[config.mk]
export PLATFORM = sky130hd
export DESIGN_NAME = ashr_front
export DESIGN_NICKNAME = d
export VERILOG_FILES = /design/src/sv/address_sample_histogram_ranker_defines.svh /design/src/sv/ashr_pkg.sv /design/src/sv/ashr_front.sv
export SDC_FILE = /design/constraint.sdc
export NUM_CORES = 1
export LEC_CHECK = 0
export ABC_AREA = 1
export CORE_MARGIN = 3
export CORE_UTILIZATION = 40
export DETAILED_ROUTE_END_ITERATION = 16
export DONT_BUFFER_PORTS = 1
export SETUP_SLACK_MARGIN = 0.02
export SLEW_MARGIN = 20
export SYNTH_ARGS = -nofsm -noshare
export SYNTH_HDL_FRONTEND = slang
export SYNTH_SLANG_ARGS = --single-unit
[constraint.sdc]
create_clock -name i_clk -period 1.9 [get_ports i_clk]
set_input_delay 0 -clock i_clk [delete_from_list [all_inputs] [get_ports i_clk]]
set_output_delay 0 -clock i_clk [all_outputs]
set_load 0.01 [all_outputs]
[src/sv/address_sample_histogram_ranker_defines.svh]
// Assertion macros used by the histogram ranker's top level.
`ifndef ADDRESS_SAMPLE_HISTOGRAM_RANKER_DEFINES_SVH
`define ADDRESS_SAMPLE_HISTOGRAM_RANKER_DEFINES_SVH

// Same-cycle implication, checked outside reset.
`define ASHR_ASSERT_IMP(lbl, ante, cons, msg) \
    lbl: assert property (@(posedge i_clk) disable iff (!i_rst_n) (ante) |-> (cons)) \
        else $error(msg);

// Next-cycle implication, checked outside reset.
`define ASHR_ASSERT_NXT(lbl, ante, cons, msg) \
    lbl: assert property (@(posedge i_clk) disable iff (!i_rst_n) (ante) |=> (cons)) \
        else $error(msg);

`endif

[src/sv/ashr_pkg.sv]
// Types and constants of the address sample histogram ranker.
package ashr_pkg;

    localparam int GROUP_SIZE = 64;
    localparam int PAGE_BYTES = 4096;
    localparam int GRP_SH     = 6;
    localparam int PAGE_SH    = 12;
    localparam int SUM_W      = 28;

    localparam logic [2:0] FN_SAMPLE = 3'd0;
    localparam logic [2:0] FN_LSUM   = 3'd1;
    localparam logic [2:0] FN_LDET   = 3'd2;
    localparam logic [2:0] FN_PDET   = 3'd3;
    localparam logic [2:0] FN_PRANK  = 3'd4;

    typedef struct packed {
        logic [2:0]  func;
        logic [15:0] addr;
    } t_in_item;

    typedef struct packed {
        logic [15:0] entry_addr;
        logic [27:0] entry_count;
        logic [27:0] group_total;
        logic [6:0]  nonzero_entries;
        logic        last;
    } t_out_item;

    typedef struct packed {
        logic pop;
        logic clearing;
    } t_bk_stat;

endpackage

[src/sv/ashr_front.sv]
// Input queue: accept transactions, drop unused functions, hand them to the back end.
module ashr_front (
    input  logic                i_clk,
    input  logic                i_rst_n,
    input  logic                i_in_valid,
    output logic                o_in_stall,
    input  ashr_pkg::t_in_item  i_in_item,
    input  ashr_pkg::t_bk_stat  i_stat,
    output logic                o_q_valid,
    output ashr_pkg::t_in_item  o_q_item
);
    localparam int DEPTH = 4;

    ashr_pkg::t_in_item r_q [DEPTH];
    logic [1:0] r_wp, n_wp, r_rp, n_rp;
    logic [2:0] r_cnt, n_cnt;
    logic       w_acc, w_push, w_pop;

    assign o_in_stall = (r_cnt == 3'(DEPTH)) || i_stat.clearing;
    assign w_acc      = i_in_valid && !o_in_stall;
    assign w_push     = w_acc && (i_in_item.func <= ashr_pkg::FN_PRANK);
    assign w_pop      = i_stat.pop && (r_cnt != 3'd0);
    assign o_q_valid  = (r_cnt != 3'd0);
    assign o_q_item   = r_q[r_rp];

    always_comb begin
        n_wp  = r_wp + 2'(w_push);
        n_rp  = r_rp + 2'(w_pop);
        n_cnt = r_cnt + 3'(w_push) - 3'(w_pop);
    end

    always_ff @(posedge i_clk) begin
        if (!i_rst_n) begin
            r_wp  <= '0;
            r_rp  <= '0;
            r_cnt <= '0;
        end else begin
            r_wp  <= n_wp;
            r_rp  <= n_rp;
            r_cnt <= n_cnt;
        end
    end

    always_ff @(posedge i_clk) begin
        if (w_push) begin
            r_q[r_wp] <= i_in_item;
        end
    end
endmodule

# After elaboration in Yosys (flattened, before gate mapping)
# Memory sizes are Yosys's and may differ from the RTL's. A register that Yosys moved wholly into a read port is not among the register bits.
# Index checks and enable logic that the tools add are counted.
[word_totals]
inputBits = 24
word_cells = 19
mem_count = 1
out_inout_bits = 21
mem_bits_rw = 76
ff_bits = 7
[mem_list]
columns = ["memory", "depth", "width", "read_ports", "rd_ports_with_merged_regs", "write_ports", "line_no", "source"]
rows = [
  ["r_q", 4, 19, 1, 1, 1, "ashr_front.sv:14", "ashr_pkg::t_in_item r_q [DEPTH];"],
]
[classes]
add_sub_neg = 4
order_cmp = 1
muxes = 3
eq_ne = 1
reduce_logical = 6
[op_table]
columns = ["op", "n"]
rows = [
  ["$add A2 B1 Y2", 2],
  ["$add A3 B1 Y3", 1],
  ["$eq A3 B3 Y1 const B", 1],
  ["$le A3 B3 Y1 const B", 1],
  ["$logic_and A1 B1 Y1", 3],
  ["$reduce_bool A3 Y1", 1],
  ["$sub A3 B1 Y3", 1],
  ["$mux W1", 2],
  ["$mux W2", 1],
  ["$logic_not A1 Y1", 1],
  ["$logic_or A1 B1 Y1", 1],
]

# Depth between registers and ports, before layout
# Gate-level depths: netlist of run 1.
[depth]
word_depth = 7
mapped_depth = 11
ltp_nobuf = 11

# Worst setup path before layout of run 1
# OpenSTA, ideal clock, no wires.
[synth_path]
path_kind = "flip-flop to flip-flop"
start = "register r_cnt[1]"
end = "memory r_q[0][0] (netlist bit) (enable)"
setup_time_ns = 0.395
required_time_ns = 1.505
n_path_buf = 0
stages_incl_launch_ff = 5
path_slack_ns = -0.014
synth_period_minus_slack_ns = 1.914
t_arrival_ns = 1.519
path_cell_list = "dfxtp_1 -> nor2_1 -> a21oi_1 -> nand2_1 -> nor2_1"
[synth_via]
elab_chain_len = 7
[synth_lines]
columns = ["element", "line_no", "source"]
rows = [
  ["from (decl)", "ashr_front.sv:16", "logic [2:0] r_cnt, n_cnt;"],
  ["from (signal assigned)", "ashr_front.sv:40", "r_cnt <= n_cnt;"],
  ["$eq A3 B3 Y1", "ashr_front.sv:19", "assign o_in_stall = (r_cnt == 3'(DEPTH)) || i_stat.clearing;"],
  ["$logic_or A1 B1 Y1", "ashr_front.sv:19", ""],
  ["$logic_not A1 Y1", "ashr_front.sv:20", "assign w_acc = i_in_valid && !o_in_stall;"],
  ["$logic_and A1 B1 Y1", "ashr_front.sv:20", ""],
  ["$logic_and A1 B1 Y1", "ashr_front.sv:21", "assign w_push = w_acc && (i_in_item.func <= ashr_pkg::FN_PRANK);"],
  ["$mux W1", "ashr_front.sv:45", "if (w_push) begin"],
  ["$mux W1 (implied by the code)", "ashr_front.sv:46", "r_q[r_wp] <= i_in_item;"],
  ["to (decl)", "ashr_front.sv:14", ""],
]
# Every way passes these cells.

# Worst setup path after layout of run 1
[layout_path]
start = "register r_cnt[1]"
end = "register r_cnt[1]"
[layout_via]
elab_chain_len = 7
word_cells_on_any_way = 9
classes_between = "add/sub: 2; eq/ne: 1; reduce/logical: 6"
[layout_lines]
columns = ["element", "line_no", "source"]
rows = [
  ["$eq A3 B3 Y1", "ashr_front.sv:19", ""],
  ["$logic_or A1 B1 Y1", "ashr_front.sv:19", ""],
  ["$logic_not A1 Y1", "ashr_front.sv:20", ""],
  ["$logic_and A1 B1 Y1", "ashr_front.sv:20", ""],
  ["$logic_and A1 B1 Y1", "ashr_front.sv:21", ""],
  ["$add A3 B1 Y3", "ashr_front.sv:29", "n_cnt = r_cnt + 3'(w_push) - 3'(w_pop);"],
  ["$sub A3 B1 Y3 (*)", "ashr_front.sv:29", ""],
  ["named net n_cnt[1]", "ashr_front.sv:16", ""],
]
# The timed path passes the listed nets; every way through them passes the cells marked *.
# A chain may end at the register's enable or synchronous reset.

==> results of run 1 <==
## flip-flops by register name (all words and copies together) (netlist names)
register,flops
r_wp,2
r_q,76
r_rp,2
r_cnt,3
## what timing repair did
action / 4_1_cts / 5_1_grt
hold endpoints to repair: 83 / 5
pin swaps: 2 / 2
setup endpoints to repair: 2 / 4
resized for setup: 1 / 7
buffers inserted: 1 / 1
## critical path: stages (launching register included)
cell and delay, ns:
dfxtp_2 0.35, nor2_2 0.06, a21oi_2 0.15, nand2_1 0.10
ha_1 0.28, inv_1 0.04, ha_1 0.19, fa_2 0.53
nand2_1 0.05, inv_1 0.04
## where the power goes
| part | switching (mW) | leakage [nW] | internal, mW |
|---|---|---|---|
| combinational | 0.813 | 0.532 | 0.372 |
| clock | 0.586 | 0.112 | 0.863 |
| sequential | 0.0515 | 0.745 | 2.09 |
| total | 1.45 | 1.39 | 3.33 |
## area by class of cell
cell class	count	area, um^2	area share, %
Inverter	17	66.3	1.71
Sequential cell	83	2420	62.4
Timing Repair Buffer	34	312	8.02
Clock inverter	5	103	2.64
Clock buffer	10	128	3.29
Tap cell	102	128	3.29
Multi-Input combinational cell	152	724	18.6
## cell usage in the layout (no fill, tap or decap), drive strengths merged, types with 4 or more instances in the layout
cell type / instances
inv: 17
edfxtp: 76
buf: 13
dfxtp: 7
clkbuf: 10
ha: 4
nor2: 68
nand2: 17
o21ai: 57
dlygate4sd3: 21
## layer usage
metal  vias up  share of wire, %  routed length (um)  GRT usage, %
li1        975                 -                   -             -
met1       930                43                2580          17.7
met2        43                50                3070          21.6
met3         9               5.1                 309          4.14
met4         0               1.9                 117          6.31
met5         -                 0                   0             0
## logic make-up after synthesis
logic type / Yosys count
AO/OA/AOI/OAI: 61
buffers and inverters: 27
AND/OR/NAND/NOR: 86
flip-flops: 83
adder cells (fa/ha/maj): 5
## path summary, 6_finish.rpt
check | start | endpoint | slack (ns) | depth (start not counted)
min | i_rst_n | r_cnt[0] | -0.25 | 2
min reg2reg | r_wp[1] | r_wp[1] | 0.52 | 2
max reg2reg | r_cnt[1] | r_cnt[1] | 0.06 | 9
max | r_cnt[1] | r_cnt[1] | 0.06 | 9
==> impl_metrics.env, run 1 <==
export IMPL_synth_edf_count=76
export IMPL_grt_usage_pct=13.8
export IMPL_maxCapViolations=0
export IMPL_fp_dieArea_um2=9270
export IMPL_rows=32
export IMPL_ant_nets=0
export IMPL_grt_max_degree=41
export IMPL_fmax_ghz=0.545
export IMPL_drtIter0Drc=101
export IMPL_maxSlewHeadroom_pct=56.4
export IMPL_utilization_pct=49.8
export IMPL_final_nets=326
export IMPL_synth_ff_type="edfxtp_1"
export IMPL_h_tree_depth=3
export IMPL_clk_pin_slew_ns=0.07
export IMPL_yosys_area_share_simple_pct=9.93
export IMPL_ios=45
export IMPL_finalHoldViolCount=5
export IMPL_stdcell_count=403
export IMPL_violations="negative hold slack"
export IMPL_syn2layout_area_growth_pct=19.1
export IMPL_diodes=0
export IMPL_dp_final_hpwl_um=3600
export IMPL_dieHeight_um=96.3
export IMPL_drc=0
export IMPL_gr_total_overflow=0
export IMPL_wl_um=6080
export IMPL_antenna_found_initial=0
export IMPL_nFillCells=693
export IMPL_final_cell_area_um2=3880
export IMPL_ys_seq_area_share_pct=74.3
export IMPL_synth_xor_area_share_pct=0
export IMPL_vdd_drop_max_v=0.000634
export IMPL_cts_tree="built"
export IMPL_setup_viol=0
export IMPL_synth_most_common_cell="edfxtp_1"
export IMPL_arrival_ns=2.13
export IMPL_status="finished with violations"
export IMPL_grt_pass1_vias=1827
export IMPL_avgViaCountPerCell=4.86
export IMPL_io_buffers=0
export IMPL_drive_gt1_share_pct=13.0
export IMPL_clock_sinks=83
export IMPL_period_share_pct=96.6
export IMPL_clock_latency_ns=0.35
export IMPL_netlist_instances=262
export IMPL_worst_pin_slew_ns=0.652
export IMPL_syn_nets=291
export IMPL_async_flop_share_pct=0
export IMPL_crit_fanout=3
export IMPL_timing_hold_ws_ns=-0.253
export IMPL_synth_adder_area_share_pct=2.15
export IMPL_cts_buffers=9
export IMPL_core_area_um2=7810
export IMPL_synth_mux_area_share_pct=0
export IMPL_endpoint_kind="flop"
export IMPL_worst_setup_path_start_kind="flop"
export IMPL_clock_root_buffer="clkbuf_8"
export IMPL_drt_pass1_iter_count=4
export IMPL_syn_area_um2=3260
export IMPL_clk_path_buf_depth=2
export IMPL_worst_setup_path_type="reg -> reg"
export IMPL_maxSlewViolCount=0
export IMPL_post_drt_wl_per_cell_um=15.1
export IMPL_ys_types=17
export IMPL_finalClockSkew_ns=0.00638
export IMPL_p_leak_nw=1.39
export IMPL_dpl_instance_area_um2=3410
export IMPL_start_util_pct=41.8
export IMPL_hold_path_class="in -> reg"
export IMPL_cts_hold_buf=21
export IMPL_yosysWarnings=0
export IMPL_grt_pass1_wl_um=9250
export IMPL_fin_ws_ns=0.0639
export IMPL_gp_congestion=0.654
export IMPL_period_needed_ns=1.84
export IMPL_synth_top_cells_by_count="76 x edfxtp_1, 68 x nor2_1, 49 x o21ai_1"
export IMPL_syn_avg_cell_area_um2=12.4
export IMPL_yosys_area_top_type="edfxtp_1"
export IMPL_synth_top_cell_area_share_pct=70.0
export IMPL_fin_setup_tns_ns=0
export IMPL_ys_seq_elements=83
export IMPL_synth_top_family_by_area="simple AND/OR/NAND/NOR gates"
export IMPL_synth_area_leaders="edfxtp_1 70%, nor2_1 7.8%, o21ai_1 7.5%"
export IMPL_die_w_um=96.3
export IMPL_placed_cells=365
export IMPL_synth_compound_area_share_pct=9.44
export IMPL_finalPower_mw=4.78
export IMPL_worstPathRequired_ns=2.19
export IMPL_pre_cts_ws_ns=0.0121
export IMPL_powerDensity_nw_per_um2=1230
export IMPL_vias=1957
Power figures use the tool's default switching activity.
==> run 2, diff against run 1 <==
ABC_AREA = unset   (was 1)
==> run 2 against run 1 <==
  * The flow finishes with violations (negative setup slack)
  * Die area is 1.8% lower
  * Combinational power is 8% lower
  * Register-to-register slack worse by 0.39 ns
  * Fmax is 17% lower
  * Sequential power hardly changed
  * Synthesized area is 1.9% lower
  * Hold slack better by 0.34 ns
  * Sequential share of layout area is 0.96 points lower
  * Clock power is 4% lower
  * Synthesized cell count is 47% lower
  * First-iteration DRC count is 39% lower
  * Critical path type unchanged
  * Critical endpoint is now r_cnt[2]
  * Highest routed layer unchanged
==> impl_metrics.env, run 2 <==
export IMPL_powerDensity_nw_per_um2=1170
export IMPL_largest_register="r_q"
export IMPL_setup_viol=2
export IMPL_synth_top_cells_by_count="76 x edfxtp_1, 10 x mux4_2, 9 x mux4_1"
export IMPL_drt_pass1_iter_count=4
export IMPL_period_needed_ns=2.22
export IMPL_synth_most_common_cell="edfxtp_1"
export IMPL_ant_nets=0
export IMPL_ys_seq_elements=83
export IMPL_clock_sinks=83
export IMPL_endpoint_kind="flop"
export IMPL_violations="negative setup slack"
export IMPL_grt_max_degree=20
export IMPL_busiest_layer="met2"
export IMPL_ios=45
export IMPL_netlist_instances=139
export IMPL_reg2regPathDepth=8
export IMPL_syn_area_um2=3200
export IMPL_finalPower_mw=4.62
export IMPL_avgViaCountPerCell=5.20
export IMPL_finalHoldViolCount=0
export IMPL_grt_pass1_vias=1667
export IMPL_maxCapViolations=0
export IMPL_hold_path_class="in -> reg"
export IMPL_ys_types=24
export IMPL_dieHeight_um=95.5
export IMPL_h_tree_depth=3
export IMPL_syn_nets=168
export IMPL_fin_ws_ns=-0.325
export IMPL_arrival_ns=2.48
export IMPL_timing_rr_end="r_cnt[2]"
export IMPL_gr_usage_met1_pct=15.4
export IMPL_reg_top3="r_q x76, r_cnt x3"
export IMPL_clk_pin_slew_ns=0.08
export IMPL_drc=0
export IMPL_period_share_pct=117
export IMPL_cp_buffers_inverters=1
export IMPL_post_cts_buffers=0
export IMPL_diodes=0
export IMPL_clock_latency_ns=0.35
export IMPL_worstSetupStartpoint="r_cnt[2]"
export IMPL_fin_setup_tns_ns=-0.583
export IMPL_cts_tree="built"
export IMPL_timing_hold_ws_ns=0.0824
export IMPL_placed_cells=248
export IMPL_use_met2_pct=23.9
export IMPL_grt_pass1_wl_um=8830
export IMPL_crit_chain="nor3b_4 -> or4b_4 -> ha_4 -> inv_2 -> ha_4 -> fa_2 -> xnor3_1 -> and2_1"
export IMPL_cpPeakStageDelay_ns=0.53
export IMPL_dp_final_hpwl_um=3580
export IMPL_worst_setup_path_start_kind="flop"
export IMPL_die_w_um=95.5
export IMPL_syn_avg_cell_area_um2=23.0
export IMPL_maxSlewHeadroom_pct=80.4
export IMPL_cp_top_family="simple AND/OR/NAND/NOR gates"
export IMPL_rows=31
export IMPL_grt_usage_pct=13.6
export IMPL_crit_fanout=2
export IMPL_final_common_cell="edfxtp_1"
export IMPL_finalClockSkew_ns=0.00839
export IMPL_cts_buffers=9
export IMPL_final_cell_mix="76 x edfxtp_1, 21 x dlygate4sd3_1, 13 x buf_4, 10 x mux4_2"
export IMPL_synth_top_cell_area_share_pct=71.3
export IMPL_worstPathRequired_ns=2.15
export IMPL_clock_root_buffer="clkbuf_8"
export IMPL_r2r_slack_ns=-0.32
export IMPL_pre_cts_ws_ns=-0.390
export IMPL_io_buffers=0
export IMPL_start_util_pct=42.8
export IMPL_async_flop_share_pct=0
export IMPL_dpl_instance_area_um2=3470
export IMPL_post_drt_wl_per_cell_um=19.7
export IMPL_r2r_start="r_cnt[2]"
export IMPL_syn2layout_area_growth_pct=23.3
export IMPL_worst_setup_path_type="reg -> reg"
export IMPL_fmax_ghz=0.449
export IMPL_cp_endpoint="r_cnt[2]"
export IMPL_maxSlewViolCount=0
export IMPL_fp_dieArea_um2=9110
export IMPL_crit_cells=8
export IMPL_core_area_um2=7490
export IMPL_clk_path_buf_depth=2
export IMPL_final_cell_area_um2=3950
export IMPL_largest_register_ffs=76
export IMPL_yosysWarnings=0
export IMPL_gp_congestion=0.641
export IMPL_synth_ff_type="edfxtp_1"
export IMPL_p_leak_nw=1.30
export IMPL_gr_usage_met3_pct=3.08
export IMPL_final_nets=210
export IMPL_drive_gt1_share_pct=31.2
export IMPL_worst_pin_slew_ns=0.294
export IMPL_antenna_found_initial=0
export IMPL_drtIter0Drc=62
export IMPL_vdd_drop_max_v=0.000582
export IMPL_wl_um=5630
export IMPL_stdcell_count=285
export IMPL_synth_area_leaders="edfxtp_1 71%, mux4_1 7.4%, mux4_2 7.0%"
export IMPL_rsz0062_at_grt="yes"
export IMPL_gr_total_overflow=0
export IMPL_utilization_pct=52.7
export IMPL_ys_seq_area_share_pct=75.7
export IMPL_vias=1482
export IMPL_crit_top_cell="ha_4"
export IMPL_status="finished with violations"
export IMPL_synth_edf_count=76
export IMPL_yosys_area_top_type="edfxtp_1"
export IMPL_cpMaxStageDelayCell="or4b_4"
[run 2: worst reg2reg max path: cells and delay by family, from the launching register on]
kind / cells / cell delay [ns]
buf+inv: 1 / 0.04
xor+xnor: 1 / 0.17
simple gates: 3 / 0.85
fa+ha+maj: 3 / 0.75
flops: 1 / 0.33
[run 2: cell families (layout without fill, tap and decap cells)]
group,Yosys count,count (layout),share of synthesized area (%)
buf+inv,7,54,1.60
flops,83,83,75.7
mux,19,19,14.4
fa+ha+maj,5,5,2.19
xor+xnor,3,3,1.25
simple gates,21,21,4.61
compound gates,1,1,0.235
[run 2: metal layers]
layer  share of wire, %  up-vias  wire length (um)
met3                4.7        9               267
met5                  0        -                 0
met4                1.7        0                93
met2                 54       33              3060
met1                 39      768              2210
li1                   -      672                 -
[run 2: final cells by class]
class	count	area [um^2]
clock buffer	9	124
clock inverter	7	100
fill	585	3540
inverter	3	11.3
multi-input combinational	49	835
sequential	83	2430
tap	99	124
timing repair buffer	35	328
[run 2: report_power, final]
part,internal [mW],switching (mW)
logic,0.588,0.504
registers,2.09,0.0549
clock network,0.751,0.634
[run 2: how the worst min path moves through the flow]
| stage | cells past startpoint | end | slack [ns] | start |
|---|---|---|---|---|
| 6_report | 3 | r_wp[0] | 0.08 | i_stat[0] |
| 5_1_grt | 2 | r_q[3][7] | 0.09 | i_stat[0] |
| 4_1_cts | 3 | r_wp[0] | 0.07 | i_stat[0] |
| 3_5_place_dp | 0 | r_q[2][5] | 0.1 | i_in_item[5] |
| 3_3_place_gp | 0 | r_q[3][4] | 0.1 | i_in_item[4] |
| 2_1_floorplan | 0 | r_q[0][0] | 0.1 | i_in_item[0] |
[run 2: what timing repair did]
| item | in CTS | in global routing |
|---|---|---|
| endpoints found under the hold margin | 96 | 0 |
| resized for setup | 3 | 6 |
| pin swaps | 2 | 1 |
| endpoints found under the setup margin | 3 | 3 |
| hold buffers | 21 | 0 |
